**src/hdl/jsu_pkg.sv**
```systemverilog
// Shared types and constants of the JSON string unescaper.
// No dependencies; used by scoped names in every module of the block but jsu_fifo.
`timescale 1ns / 1ps
`default_nettype none

package jsu_pkg;

	// result kinds
	localparam logic [1:0] KIND_CHAR = 2'd0;
	localparam logic [1:0] KIND_DONE = 2'd1;
	localparam logic [1:0] KIND_ERR  = 2'd2;

	// characters
	localparam logic [7:0] CH_NUL    = 8'h00;
	localparam logic [7:0] CH_QUOTE  = 8'h22;
	localparam logic [7:0] CH_BSLASH = 8'h5C;
	localparam logic [7:0] CH_SLASH  = 8'h2F;
	localparam logic [7:0] CH_LOW_B  = 8'h62;
	localparam logic [7:0] CH_LOW_F  = 8'h66;
	localparam logic [7:0] CH_LOW_N  = 8'h6E;
	localparam logic [7:0] CH_LOW_R  = 8'h72;
	localparam logic [7:0] CH_LOW_T  = 8'h74;
	localparam logic [7:0] CH_LOW_U  = 8'h75;
	localparam logic [7:0] CH_BS     = 8'h08;
	localparam logic [7:0] CH_FF     = 8'h0C;
	localparam logic [7:0] CH_LF     = 8'h0A;
	localparam logic [7:0] CH_CR     = 8'h0D;
	localparam logic [7:0] CH_TAB    = 8'h09;
	localparam logic [7:0] CH_QMARK  = 8'h3F;
	localparam logic [7:0] CH_DIG_0  = 8'h30;
	localparam logic [7:0] CH_DIG_9  = 8'h39;
	localparam logic [7:0] CH_UP_A   = 8'h41;
	localparam logic [7:0] CH_UP_F   = 8'h46;
	localparam logic [7:0] CH_LOW_A  = 8'h61;

	// \u codes below this give the code itself
	localparam logic [15:0] ASCII_LIMIT = 16'h0080;

	localparam logic [15:0] BUF_SIZE_RESET = 16'd256;

	// classified input byte
	typedef struct packed {
		logic       start;
		logic [7:0] raw;
		logic       is_nul;
		logic       is_quote;
		logic       is_bslash;
		logic       esc_ok;
		logic [7:0] esc_val;
		logic       is_u;
		logic       hex_ok;
		logic [3:0] hex_val;
	} tok_t;

	// one result item
	typedef struct packed {
		logic [7:0]  out_byte;
		logic [1:0]  kind;
		logic [15:0] char_count;
		logic        last;
	} res_t;

endpackage

`default_nettype wire

```
**src/hdl/jsu_fifo.sv**
```systemverilog
// Small first-in first-out queue used between the unescaper stages.
// No package dependencies.
`timescale 1ns / 1ps
`default_nettype none

module jsu_fifo #(
	parameter int WIDTH = 8,
	parameter int DEPTH = 2
) (
	input  wire logic             clk,
	input  wire logic             arst_n,
	input  wire logic             wr_en,
	input  wire logic [WIDTH-1:0] wr_data,
	output logic                  full,
	input  wire logic             rd_en,
	output logic      [WIDTH-1:0] rd_data,
	output logic                  empty
);

	localparam int AW = (DEPTH > 1) ? $clog2(DEPTH) : 1;
	localparam int CW = $clog2(DEPTH + 1);

	logic [WIDTH-1:0] mem_q [DEPTH];
	logic [AW-1:0]    wr_ptr_q;
	logic [AW-1:0]    rd_ptr_q;
	logic [CW-1:0]    count_q;
	logic             do_wr;
	logic             do_rd;

	assign full    = (count_q == CW'(DEPTH));
	assign empty   = (count_q == '0);
	assign do_wr   = wr_en && !full;
	assign do_rd   = rd_en && !empty;
	assign rd_data = mem_q[rd_ptr_q];

	function automatic logic [AW-1:0] ptr_inc(input logic [AW-1:0] p);
		if (p == AW'(DEPTH - 1)) begin
			return '0;
		end
		return p + 1'b1;
	endfunction

	always_ff @(posedge clk) begin
		if (do_wr) begin
			mem_q[wr_ptr_q] <= wr_data;
		end
	end

	always_ff @(posedge clk or negedge arst_n) begin
		if (!arst_n) begin
			wr_ptr_q <= '0;
			rd_ptr_q <= '0;
			count_q  <= '0;
		end else begin
			if (do_wr) begin
				wr_ptr_q <= ptr_inc(wr_ptr_q);
			end
			if (do_rd) begin
				rd_ptr_q <= ptr_inc(rd_ptr_q);
			end
			if (do_wr && !do_rd) begin
				count_q <= count_q + 1'b1;
			end else if (do_rd && !do_wr) begin
				count_q <= count_q - 1'b1;
			end
		end
	end

endmodule

`default_nettype wire

```
**src/hdl/jsu_front.sv**
```systemverilog
// Front end of the unescaper: classifies each raw byte for the back end.
// Depends on jsu_pkg.
`timescale 1ns / 1ps
`default_nettype none

module jsu_front (
	input  wire logic       start_req,
	input  wire logic [7:0] in_byte,
	output jsu_pkg::tok_t   tok
);

	logic       is_dig;
	logic       is_up;
	logic       is_low;
	logic       esc_ok;
	logic [7:0] esc_val;

	assign is_dig = (in_byte >= jsu_pkg::CH_DIG_0) && (in_byte <= jsu_pkg::CH_DIG_9);
	assign is_up  = (in_byte >= jsu_pkg::CH_UP_A) && (in_byte <= jsu_pkg::CH_UP_F);
	assign is_low = (in_byte >= jsu_pkg::CH_LOW_A) && (in_byte <= jsu_pkg::CH_LOW_F);

	always_comb begin
		esc_ok  = 1'b1;
		esc_val = in_byte;
		unique case (in_byte) inside
			jsu_pkg::CH_QUOTE, jsu_pkg::CH_BSLASH, jsu_pkg::CH_SLASH: begin
				esc_val = in_byte;
			end
			jsu_pkg::CH_LOW_B: esc_val = jsu_pkg::CH_BS;
			jsu_pkg::CH_LOW_F: esc_val = jsu_pkg::CH_FF;
			jsu_pkg::CH_LOW_N: esc_val = jsu_pkg::CH_LF;
			jsu_pkg::CH_LOW_R: esc_val = jsu_pkg::CH_CR;
			jsu_pkg::CH_LOW_T: esc_val = jsu_pkg::CH_TAB;
			default: begin
				esc_ok = 1'b0;
			end
		endcase
	end

	always_comb begin
		tok.start     = start_req;
		tok.raw       = in_byte;
		tok.is_nul    = (in_byte == jsu_pkg::CH_NUL);
		tok.is_quote  = (in_byte == jsu_pkg::CH_QUOTE);
		tok.is_bslash = (in_byte == jsu_pkg::CH_BSLASH);
		tok.esc_ok    = esc_ok;
		tok.esc_val   = esc_val;
		tok.is_u      = (in_byte == jsu_pkg::CH_LOW_U);
		tok.hex_ok    = is_dig || is_up || is_low;
		// letters of either case carry value low nibble plus nine
		tok.hex_val   = is_dig ? in_byte[3:0] : 4'(in_byte[3:0] + 4'd9);
	end

endmodule

`default_nettype wire

```
**src/hdl/jsu_back.sv**
```systemverilog
// Back end of the unescaper: string state machine and result generation.
// Depends on jsu_pkg.
`timescale 1ns / 1ps
`default_nettype none

module jsu_back (
	input  wire logic          clk,
	input  wire logic          arst_n,
	input  wire logic [15:0]   buffer_size,
	input  wire logic          tok_avail,
	input  wire jsu_pkg::tok_t tok,
	output logic               tok_take,
	input  wire logic          res_full,
	output logic               res_push,
	output jsu_pkg::res_t      res
);

	localparam logic [1:0] PH_IDLE = 2'd0;
	localparam logic [1:0] PH_STR  = 2'd1;
	localparam logic [1:0] PH_ESC  = 2'd2;
	localparam logic [1:0] PH_HEX  = 2'd3;

	logic [1:0]  phase_q;
	logic [15:0] hex_acc_q;
	logic [1:0]  hex_cnt_q;
	logic [15:0] count_q;

	logic [1:0]  phase_d;
	logic [15:0] hex_acc_d;
	logic [1:0]  hex_cnt_d;
	logic [15:0] count_d;

	logic        go;
	logic        emit_req;
	logic [7:0]  emit_val;
	logic        fin_req;
	logic [1:0]  fin_kind;
	logic [15:0] hex_next;
	logic        room;

	assign go       = tok_avail && !res_full;
	assign tok_take = go;
	assign hex_next = {hex_acc_q[11:0], tok.hex_val};
	assign room     = ({1'b0, count_q} + 17'd1) < {1'b0, buffer_size};

	// classify the step into emit, finish or state-only update
	always_comb begin
		phase_d   = phase_q;
		hex_acc_d = hex_acc_q;
		hex_cnt_d = hex_cnt_q;
		emit_req  = 1'b0;
		emit_val  = tok.raw;
		fin_req   = 1'b0;
		fin_kind  = jsu_pkg::KIND_ERR;
		if (tok.start) begin
			hex_acc_d = '0;
			hex_cnt_d = '0;
			if (buffer_size == '0 || !tok.is_quote) begin
				fin_req = 1'b1;
			end else begin
				phase_d = PH_STR;
			end
		end else begin
			unique case (phase_q)
				PH_STR: begin
					if (tok.is_nul) begin
						fin_req = 1'b1;
					end else if (tok.is_quote) begin
						fin_req  = 1'b1;
						fin_kind = jsu_pkg::KIND_DONE;
					end else if (tok.is_bslash) begin
						phase_d = PH_ESC;
					end else begin
						emit_req = 1'b1;
					end
				end
				PH_ESC: begin
					if (tok.esc_ok) begin
						emit_req = 1'b1;
						emit_val = tok.esc_val;
					end else if (tok.is_u) begin
						hex_acc_d = '0;
						hex_cnt_d = '0;
						phase_d   = PH_HEX;
					end else begin
						fin_req = 1'b1;
					end
				end
				PH_HEX: begin
					if (!tok.hex_ok) begin
						fin_req = 1'b1;
					end else begin
						hex_acc_d = hex_next;
						if (hex_cnt_q != 2'd3) begin
							hex_cnt_d = hex_cnt_q + 2'd1;
						end else begin
							hex_cnt_d = '0;
							emit_req  = 1'b1;
							emit_val  = (hex_next < jsu_pkg::ASCII_LIMIT) ? hex_next[7:0]
								: jsu_pkg::CH_QMARK;
						end
					end
				end
				default: begin
					phase_d = PH_IDLE;
				end
			endcase
		end
		if (fin_req) begin
			phase_d = PH_IDLE;
		end
		if (emit_req) begin
			phase_d = PH_STR;
		end
	end

	// stored count and result payload
	always_comb begin
		count_d        = tok.start ? '0 : count_q;
		res_push       = 1'b0;
		res.out_byte   = '0;
		res.kind       = fin_kind;
		res.char_count = count_d;
		res.last       = 1'b0;
		if (fin_req) begin
			res_push = go;
			res.last = 1'b1;
		end else if (emit_req && room) begin
			count_d        = count_q + 16'd1;
			res_push       = go;
			res.out_byte   = emit_val;
			res.kind       = jsu_pkg::KIND_CHAR;
			res.char_count = count_d;
		end
	end

	always_ff @(posedge clk or negedge arst_n) begin
		if (!arst_n) begin
			phase_q   <= PH_IDLE;
			hex_acc_q <= '0;
			hex_cnt_q <= '0;
			count_q   <= '0;
		end else if (go) begin
			phase_q   <= phase_d;
			hex_acc_q <= hex_acc_d;
			hex_cnt_q <= hex_cnt_d;
			count_q   <= count_d;
		end
	end

endmodule

`default_nettype wire

```
**src/hdl/json_string_unescape.sv**
```systemverilog
// JSON string unescaper, top level: byte queue in, result queue out.
// Depends on jsu_pkg, jsu_front, jsu_fifo and jsu_back.
//
// Usage:
//   Input side is a queue: drive start_req and in_byte with push; a byte
//   transfers on a rising edge with push high and full low. Raise start_req
//   on the opening quote of each value; it abandons any value in progress.
//   Result side is a queue: while empty is low, out_byte, kind, char_count
//   and last show the oldest result; it transfers on an edge with pop high.
//   kind 0 is a decoded character, 1 ends the string (char_count = length),
//   2 ends a malformed value; last marks both ends. Bytes past the buffer
//   limit (buffer_size - 1 characters) and bytes outside a value give no
//   result.
//   Configuration: cfg_we with cfg_data writes buffer_size; write only idle.
// Timing:
//   A byte is classified on entry and queued; the back end decodes it from
//   the head of the input queue and pushes its result into the result queue.
//   Throughput is one byte per cycle while the result queue is not full, set
//   by the state update in the back end. When pop stays low the result queue
//   fills, the back end holds, then the input queue fills and full rises.
// Reset: both queues empty, state idle, buffer_size back to 256.
`timescale 1ns / 1ps
`default_nettype none

module json_string_unescape #(
	parameter int CMD_DEPTH = 2,
	parameter int RES_DEPTH = 2
) (
	input  wire logic        clk,
	input  wire logic        arst_n,
	input  wire logic        push,
	output logic             full,
	input  wire logic        start_req,
	input  wire logic [7:0]  in_byte,
	output logic             empty,
	input  wire logic        pop,
	output logic      [7:0]  out_byte,
	output logic      [1:0]  kind,
	output logic      [15:0] char_count,
	output logic             last,
	input  wire logic        cfg_we,
	input  wire logic [15:0] cfg_data
);

	localparam int TOK_W = $bits(jsu_pkg::tok_t);
	localparam int RES_W = $bits(jsu_pkg::res_t);

	logic [15:0]        buffer_size_q;
	jsu_pkg::tok_t      tok_in;
	logic [TOK_W-1:0]   tok_raw;
	jsu_pkg::tok_t      tok_out;
	logic               cmd_empty;
	logic               tok_take;
	logic               res_full;
	logic               res_push;
	jsu_pkg::res_t      res_in;
	logic [RES_W-1:0]   res_raw;
	jsu_pkg::res_t      res_out;

	// buffer size register; hold between writes
	always_ff @(posedge clk or negedge arst_n) begin
		if (!arst_n) begin
			buffer_size_q <= jsu_pkg::BUF_SIZE_RESET;
		end else if (cfg_we) begin
			buffer_size_q <= cfg_data;
		end
	end

	// classify the incoming byte
	jsu_front u_front (
		.start_req (start_req),
		.in_byte   (in_byte),
		.tok       (tok_in)
	);

	// queue classified bytes so front and back stall independently
	jsu_fifo #(
		.WIDTH (TOK_W),
		.DEPTH (CMD_DEPTH)
	) u_cmd_fifo (
		.clk     (clk),
		.arst_n  (arst_n),
		.wr_en   (push),
		.wr_data (tok_in),
		.full    (full),
		.rd_en   (tok_take),
		.rd_data (tok_raw),
		.empty   (cmd_empty)
	);

	assign tok_out = jsu_pkg::tok_t'(tok_raw);

	// decode one token per cycle while the result queue has room
	jsu_back u_back (
		.clk         (clk),
		.arst_n      (arst_n),
		.buffer_size (buffer_size_q),
		.tok_avail   (!cmd_empty),
		.tok         (tok_out),
		.tok_take    (tok_take),
		.res_full    (res_full),
		.res_push    (res_push),
		.res         (res_in)
	);

	// results wait here until popped
	jsu_fifo #(
		.WIDTH (RES_W),
		.DEPTH (RES_DEPTH)
	) u_res_fifo (
		.clk     (clk),
		.arst_n  (arst_n),
		.wr_en   (res_push),
		.wr_data (res_in),
		.full    (res_full),
		.rd_en   (pop),
		.rd_data (res_raw),
		.empty   (empty)
	);

	assign res_out    = jsu_pkg::res_t'(res_raw);
	assign out_byte   = res_out.out_byte;
	assign kind       = res_out.kind;
	assign char_count = res_out.char_count;
	assign last       = res_out.last;

endmodule

`default_nettype wire

```
**config.mk**
```make
export PLATFORM = sky130hd
export DESIGN_NAME = json_string_unescape
export DESIGN_NICKNAME = d
export VERILOG_FILES = /design/src/hdl/jsu_pkg.sv /design/src/hdl/jsu_fifo.sv /design/src/hdl/jsu_front.sv /design/src/hdl/jsu_back.sv /design/src/hdl/json_string_unescape.sv
export SDC_FILE = /design/constraint.sdc
export NUM_CORES = 1
export LEC_CHECK = 0
export BUFFER_PORTS_ARGS = -buffer_cell sky130_fd_sc_hd__buf_2
export CORE_MARGIN = 8
export CORE_UTILIZATION = 48
export DETAILED_ROUTE_END_ITERATION = 12
export GPL_TIMING_DRIVEN = 0
export PLACE_DENSITY = 0.69
export SLEW_MARGIN = 10
export SYNTH_ARGS = -nofsm -noshare
export SYNTH_HDL_FRONTEND = slang
export SYNTH_SLANG_ARGS = --single-unit
export TNS_END_PERCENT = 20
```
**constraint.sdc**
```tcl
create_clock -name clk -period 5.7 [get_ports clk]
set_input_delay 0.285 -clock clk [delete_from_list [all_inputs] [get_ports clk]]
set_output_delay 0.285 -clock clk [all_outputs]
set_load 0.005 [all_outputs]
```
**After elaboration in Yosys (flattened, before gate mapping)**

Memory sizes are Yosys's and may differ from the RTL's.
Cells that the tools add are included.

- Eq/ne operators: 25
- Shifts and indexed selects: 0
- Mux-type cells: 82
- $mul: 0
- Reduce and logical (&&, ||, !) cells: 35
- Divide/modulo/power cells: 0
- Bitwise gates (word level): 0
- Add/subtract/negate cells: 12
- $lt $le $gt $ge: 8

Operator list:

| kind | count |
|---|---|
| equality test 8 x 7 -> 1 bit (second input constant) | 7 |
| two-way mux 26 bit | 2 |
| two-way mux 12 bit | 4 |
| two-way mux 16 bit | 3 |
| two-way mux 2 bit | 22 |
| two-way mux 8 bit | 5 |
| case mux 8 bit (5 select lines) | 1 |
| two-way mux 1 bit | 38 |
| case mux 12 bit (2 select lines) | 1 |
| inequality test 5 x 2 -> 1 bit (second input constant) | 4 |
| adder 16 x 1 -> 17 bit (second input constant) | 1 |
| < comparator 17 x 16 -> 1 bit | 1 |
| adder 16 x 1 -> 16 bit (second input constant) | 1 |
| equality test 8 x 6 -> 1 bit (second input constant) | 2 |
| greater-or-equal comparator 8 x 7 -> 1 bit (second input constant) | 2 |
| less-or-equal comparator 8 x 7 -> 1 bit (second input constant) | 2 |
| logical NOT 16 bit | 1 |
| < comparator 16 x 8 -> 1 bit (second input constant) | 1 |
| case mux 8 bit (2 select lines) | 1 |
| logical AND 1 bit | 13 |
| logical NOT 1 bit | 9 |
| equality test 2 bit (second input constant) | 4 |
| greater-or-equal comparator 8 x 6 -> 1 bit (second input constant) | 1 |
| less-or-equal comparator 8 x 6 -> 1 bit (second input constant) | 1 |
| 23 further kinds | 35 |

- Bits in read-only memories: 0
- Memories: 2
- Output and inout port bits: 29
- Register bits: 56
- Latch bits: 0
- RAM bits: 108

Memory list:

| memory | depth | bits a word | rd ports | clocked after Yosys merged registers in | write ports | RTL line | RTL |
|---|---|---|---|---|---|---|---|
| u_cmd_fifo.mem_q | 2 | 27 | 1 | 0 | 1 | jsu_fifo.sv:23 | `logic [WIDTH-1:0] mem_q [DEPTH];` |
| u_res_fifo.mem_q | 2 | 27 | 1 | 0 | 1 | jsu_fifo.sv:23 |  |

**Longest topological paths before layout**

An unclocked memory read counts as a cell.

- Depth after elaboration: 14
- Mapped depth: 18
- Gate-level depth less buffers: 18

**By module**

A second synthesis with hierarchy kept.

- Cell total of the unflattened synthesis: 678
- Area, all modules: 8541.9 um2

Modules (own cells, without submodules):

| module | seq. area each (um2) | cells an instance | area an instance (um2) | instances |
|---|---|---|---|---|
| jsu_fifo | 1721.7 | 103 | 2244.7 | 2 |
| jsu_back | 800.8 | 371 | 2896.5 | 1 |
| json_string_unescape | 401.6 | 35 | 654.4 | 1 |
| jsu_front | 0.0 | 66 | 501.7 | 1 |

**Worst setup path after synthesis**

No wires, ideal clock.

- Path kind: register to register
- Start: reg u_back.count_q[3]
- End: mem u_res_fifo.mem_q[0][0] (netlist name) (enable)
- Period minus slack after synthesis: 4.382 ns
- Required time: 5.289 ns
- Arrival: 3.971 ns
- Slack: 1.318 ns
- Buffers on the path: 0
- Setup time: 0.411 ns
- Stages on the path, launching flop included: 15
- Path through: dfrtp_1 > and4_1 > nand4_1 > nor2_1 > nand3_1 > xor2_1 > inv_1 > ha_1 > nand2_1 > o21ai_0 > a2111oi_0 > a21oi_1 > nor3_1 > o21ai_0 > nor2_1

- Longest elaborated chain between the ends: 8

RTL lines:

| element | RTL line | RTL |
|---|---|---|
| start: declaration | jsu_back.sv:26 | `logic [15:0] count_q;` |
| start signal: assignment | jsu_back.sv:147 | `count_q <= count_d;` |
| adder 16 x 1 -> 17 bit | jsu_back.sv:44 | `assign room = ({1'b0, count_q} + 17'd1) < {1'b0, buffer_size};` |
| < comparator 17 x 16 -> 1 bit | jsu_back.sv:44 |  |
| logical AND 1 bit | jsu_back.sv:128 | `end else if (emit_req && room) begin` |
| two-way mux 1 bit | jsu_back.sv:128 |  |
| two-way mux 1 bit | jsu_back.sv:125 | `if (fin_req) begin` |
| logical AND 1 bit | jsu_fifo.sv:32 | `assign do_wr = wr_en && !full;` |
| two-way mux 1 bit | jsu_fifo.sv:44 | `if (do_wr) begin` |
| two-way mux 1 bit (implied by the code) | jsu_fifo.sv:45 | `mem_q[wr_ptr_q] <= wr_data;` |
| end: declaration | jsu_fifo.sv:23 |  |

Every way passes these cells.

**Worst setup path after layout**

- Start: reg u_back.count_q[2]
- End: mem u_res_fifo.mem_q[0][19] (netlist name) (enable)

The elaborated chain is that of the path after synthesis.

==> impl_metrics.env <==
export IMPL_status="finished clean"
export IMPL_start_util_pct=48.9
export IMPL_busiest_layer="met2"
export IMPL_viasPerCell=5.58
export IMPL_fill_cells=1363
export IMPL_wirelength_um=17500
export IMPL_fp_dieH_um=146
export IMPL_synth_top_cell_area_share_pct=40.1
export IMPL_synthFlopType="edfxtp_1"
export IMPL_finClkSkew_ns=0.00851
export IMPL_rr_worst_depth=14
export IMPL_synthCells=684
export IMPL_regArea_mm2=0.00465
export IMPL_die_area_mm2=0.0212
export IMPL_leakage_nw=3.84
export IMPL_cts_made_buffers=17
export IMPL_gr_usage_all_layers_pct=16.7
export IMPL_route_detailed_drc=0
export IMPL_critical_path_class="register to register"
export IMPL_cp_end_kind="register"
export IMPL_max_cap_viol_count=0
export IMPL_post_place_ws_ns=1.00
export IMPL_critPathLaunch="u_back.count_q[2]$_DFFE_PN0P_"
export IMPL_postCtsSetupRepairBufs=0
export IMPL_hpwl_um=12600
export IMPL_slew_headroom_pct=45.6
export IMPL_startpoint_type="register"
export IMPL_coreArea_mm2=0.0165
export IMPL_ys_types=59
export IMPL_multi_input_area_mm2=0.00315
export IMPL_ys_seq_elements=164
export IMPL_hold_viol=0
export IMPL_rows=47
export IMPL_worst_slack_ns=0.968
export IMPL_cts_sinks=164
export IMPL_drtAntennaViolNets=0
export IMPL_hp_start="start_req"
export IMPL_async_flop_share_pct=34.1
export IMPL_nNetsFinal=820
export IMPL_clock_latency_ns=0.42
export IMPL_clk_path_buf_depth=2
export IMPL_first_pass_iters=6
export IMPL_dr_first_iter_drc_count=530
export IMPL_via_count=5554
export IMPL_yosys_warnings=0
export IMPL_drive_gt1_share_pct=22.7
export IMPL_synth_seq_area_share_pct=57.5
export IMPL_netlist_area_mm2=0.00808
export IMPL_worstPathMaxFanout=27
export IMPL_grt_use_met2_pct=30.6
export IMPL_grt_pass1_wl_um=28200
export IMPL_h_tree_depth=4
export IMPL_syn2layout_area_growth_pct=14.8
export IMPL_drv_slew=0
export IMPL_cp_required_ns=5.75
export IMPL_first_global_vias=5564
export IMPL_ir_drop_mv=0.239
export IMPL_worstMarginPinSlew_ns=0.814
export IMPL_fin_setup_tns_ns=0
export IMPL_fin_crit_ns=4.73
export IMPL_clkTransAtPathRegs_ns=0.07
export IMPL_synth_area_leaders="edfxtp_1, dfrtp_1, mux2_2"
export IMPL_ios=59
export IMPL_antenna_found_initial=0
export IMPL_cp_arrival_ns=4.78
export IMPL_hp_class="input port to register"
export IMPL_cts_tree="built"
export IMPL_die_w_um=146
export IMPL_syn_num_nets=742
export IMPL_root_buffer="clkbuf_16"
export IMPL_syn_avg_cell_area_um2=11.8
export IMPL_reg2reg_from="u_back.count_q[2]$_DFFE_PN0P_"
export IMPL_finalCritPeriodShare_pct=83.0
export IMPL_met1_usage_pct=18.3
export IMPL_finalSetupViolCount=0
export IMPL_fin_util_pct=56.1
export IMPL_hold_depth=1
export IMPL_n_antenna_cell=0
export IMPL_yosysTopAreaCell="edfxtp_1"
export IMPL_rsz0062_at_grt="false"
export IMPL_synth_edf_count=108
export IMPL_place_congestion=0.895
export IMPL_max_freq_mhz=211
export IMPL_grt_max_degree=57
export IMPL_cellPowerDensity_mw_per_mm2=452
export IMPL_overflow=0
export IMPL_gr_usage_met3_pct=3.98
export IMPL_portBuffers=58
export IMPL_wl_per_cell_um=17.6
[sequential cells by signal, indices dropped and copies added, names as in the netlist]
register and flops:
buffer_size_q 16, u_back.count_q 16, u_back.hex_acc_q 12, u_back.hex_cnt_q 2
u_back.phase_q 2, u_cmd_fifo.count_q 2, u_cmd_fifo.mem_q 54, u_cmd_fifo.rd_ptr_q 1
u_cmd_fifo.wr_ptr_q 1, u_res_fifo.count_q 2, u_res_fifo.mem_q 54, u_res_fifo.rd_ptr_q 1
u_res_fifo.wr_ptr_q 1
[where the power goes]
part	switching (W)	leakage, nW	total (W)	internal [W]
clock	0.000492	0.292	0.00115	0.000662
combinational	0.000800	1.79	0.00132	0.000523
sequential	0.000102	1.75	0.00171	0.00161
total	0.00139	3.84	0.00419	0.00280
[cell families (layout without fill, tap and decap cells)]
logic type	count (synthesis)	after routing	share of synthesized area, %
AOI/OAI and AO/OA	127	127	11.3
xor gates and xnor gates	26	26	2.82
adders and majority gates	28	28	4.34
buffers and inverters	70	161	3.81
DFF	164	164	57.5
muxes	57	57	7.78
and+or+nand+nor	212	212	12.4
[layout make-up]
class                           instances  area share, %
Clock buffer                           18           4.63
Timing Repair Buffer                   59           3.26
Buffer                                 30           1.70
Clock inverter                         14           1.81
Multi-Input combinational cell        450           33.9
Inverter                               40           1.62
Tap cell                              220           2.97
Sequential cell                       164           50.1
[cells in the final DEF (no fill, tap or decap), types with 6 or more instances in the layout]
master / instances
a21o_1: 7
a21oi_1: 20
a31o_2: 9
and3_1: 9
buf_2: 63
clkbuf_1: 16
clkbuf_16: 17
dfrtp_1: 55
edfxtp_1: 108
ha_1: 28
inv_1: 39
mux2_2: 38
mux2i_1: 17
nand2_1: 76
nand2b_1: 8
nand3_1: 14
nand4_1: 7
nor2_1: 48
nor3_1: 12
nor4_1: 9
o21ai_0: 47
o22ai_1: 6
o2bb2ai_2: 11
xnor2_1: 11
xor2_1: 15
[through the flow]
| stage | hold WS [ns] | cells | area (um2) | total power, W |
|---|---|---|---|---|
| 4_1_cts | 0.0359 | 994 | 9260 | 0.00424 |
| 5_1_grt | 0.0439 | 995 | 9280 | 0.00441 |
| 3_3_place_gp | 0.466 | 962 | 8640 | 0.00302 |
| 6_report | 0.0546 | 995 | 9280 | 0.00419 |
| 2_1_floorplan | -0.0106 | 684 | 8080 | 0.00262 |
| 3_5_place_dp | 0.476 | 962 | 8670 | 0.00308 |
[per-layer routing]
layer | vias up | wire length [um]
li1 | 2634 | -
met1 | 2752 | 7020
met2 | 140 | 9320
met3 | 28 | 736
met4 | 0 | 410
met5 | - | 0
[worst paths after layout]
path	end	slack, ns
setup reg to reg	u_res_fifo.mem_q[0][19]$_DFFE_PP_	0.97
hold reg to reg	u_back.hex_cnt_q[1]$_DFFE_PN0P_	0.48
min in group asynchronous	u_back.hex_acc_q[1]$_DFFE_PN0P_	0.47
max in group asynchronous	u_cmd_fifo.rd_ptr_q$_DFFE_PN0P_	4.73
setup / recovery	u_res_fifo.mem_q[0][19]$_DFFE_PP_	0.97
hold / removal	u_cmd_fifo.mem_q[1][26]$_DFFE_PP_	0.05
[cells in the mapped netlist (all sizes together) (5+ instances only)]
library cell and count:
xor2 15, nor2 52, nand3 16, nor3 13, a21oi 20, nand2b 8
nor4 9, buf 15, mux2i 17, nand4 7, a21o 7, o2bb2ai 12
nand2 77, o21ai 49, mux2 40, clkbuf 15, a31o 10, a22oi 5
xnor2 11, and3 10, ha 28, dfrtp 55, edfxtp 108, inv 39
o22ai 6
[worst max-delay path: stages (launching register included)]
cell	delay, ns
dfrtp_1	0.48
and4_1	0.29
nand4_1	0.28
nor2_1	0.25
nand3_1	0.12
xor2_1	0.36
inv_1	0.09
ha_1	0.28
nand2_1	0.08
o21ai_0	0.14
a2111oi_0	0.64
a21oi_1	0.16
nor3_1	0.20
o21ai_0	0.27
nor2_4	0.69
[what timing repair did]
item,in CTS,in global routing
hold buffers,0,1
endpoints found under the setup margin,0,0
resized for setup,0,0
endpoints found under the hold margin,0,51
No activity file was read; power rests on OpenSTA's default activity.
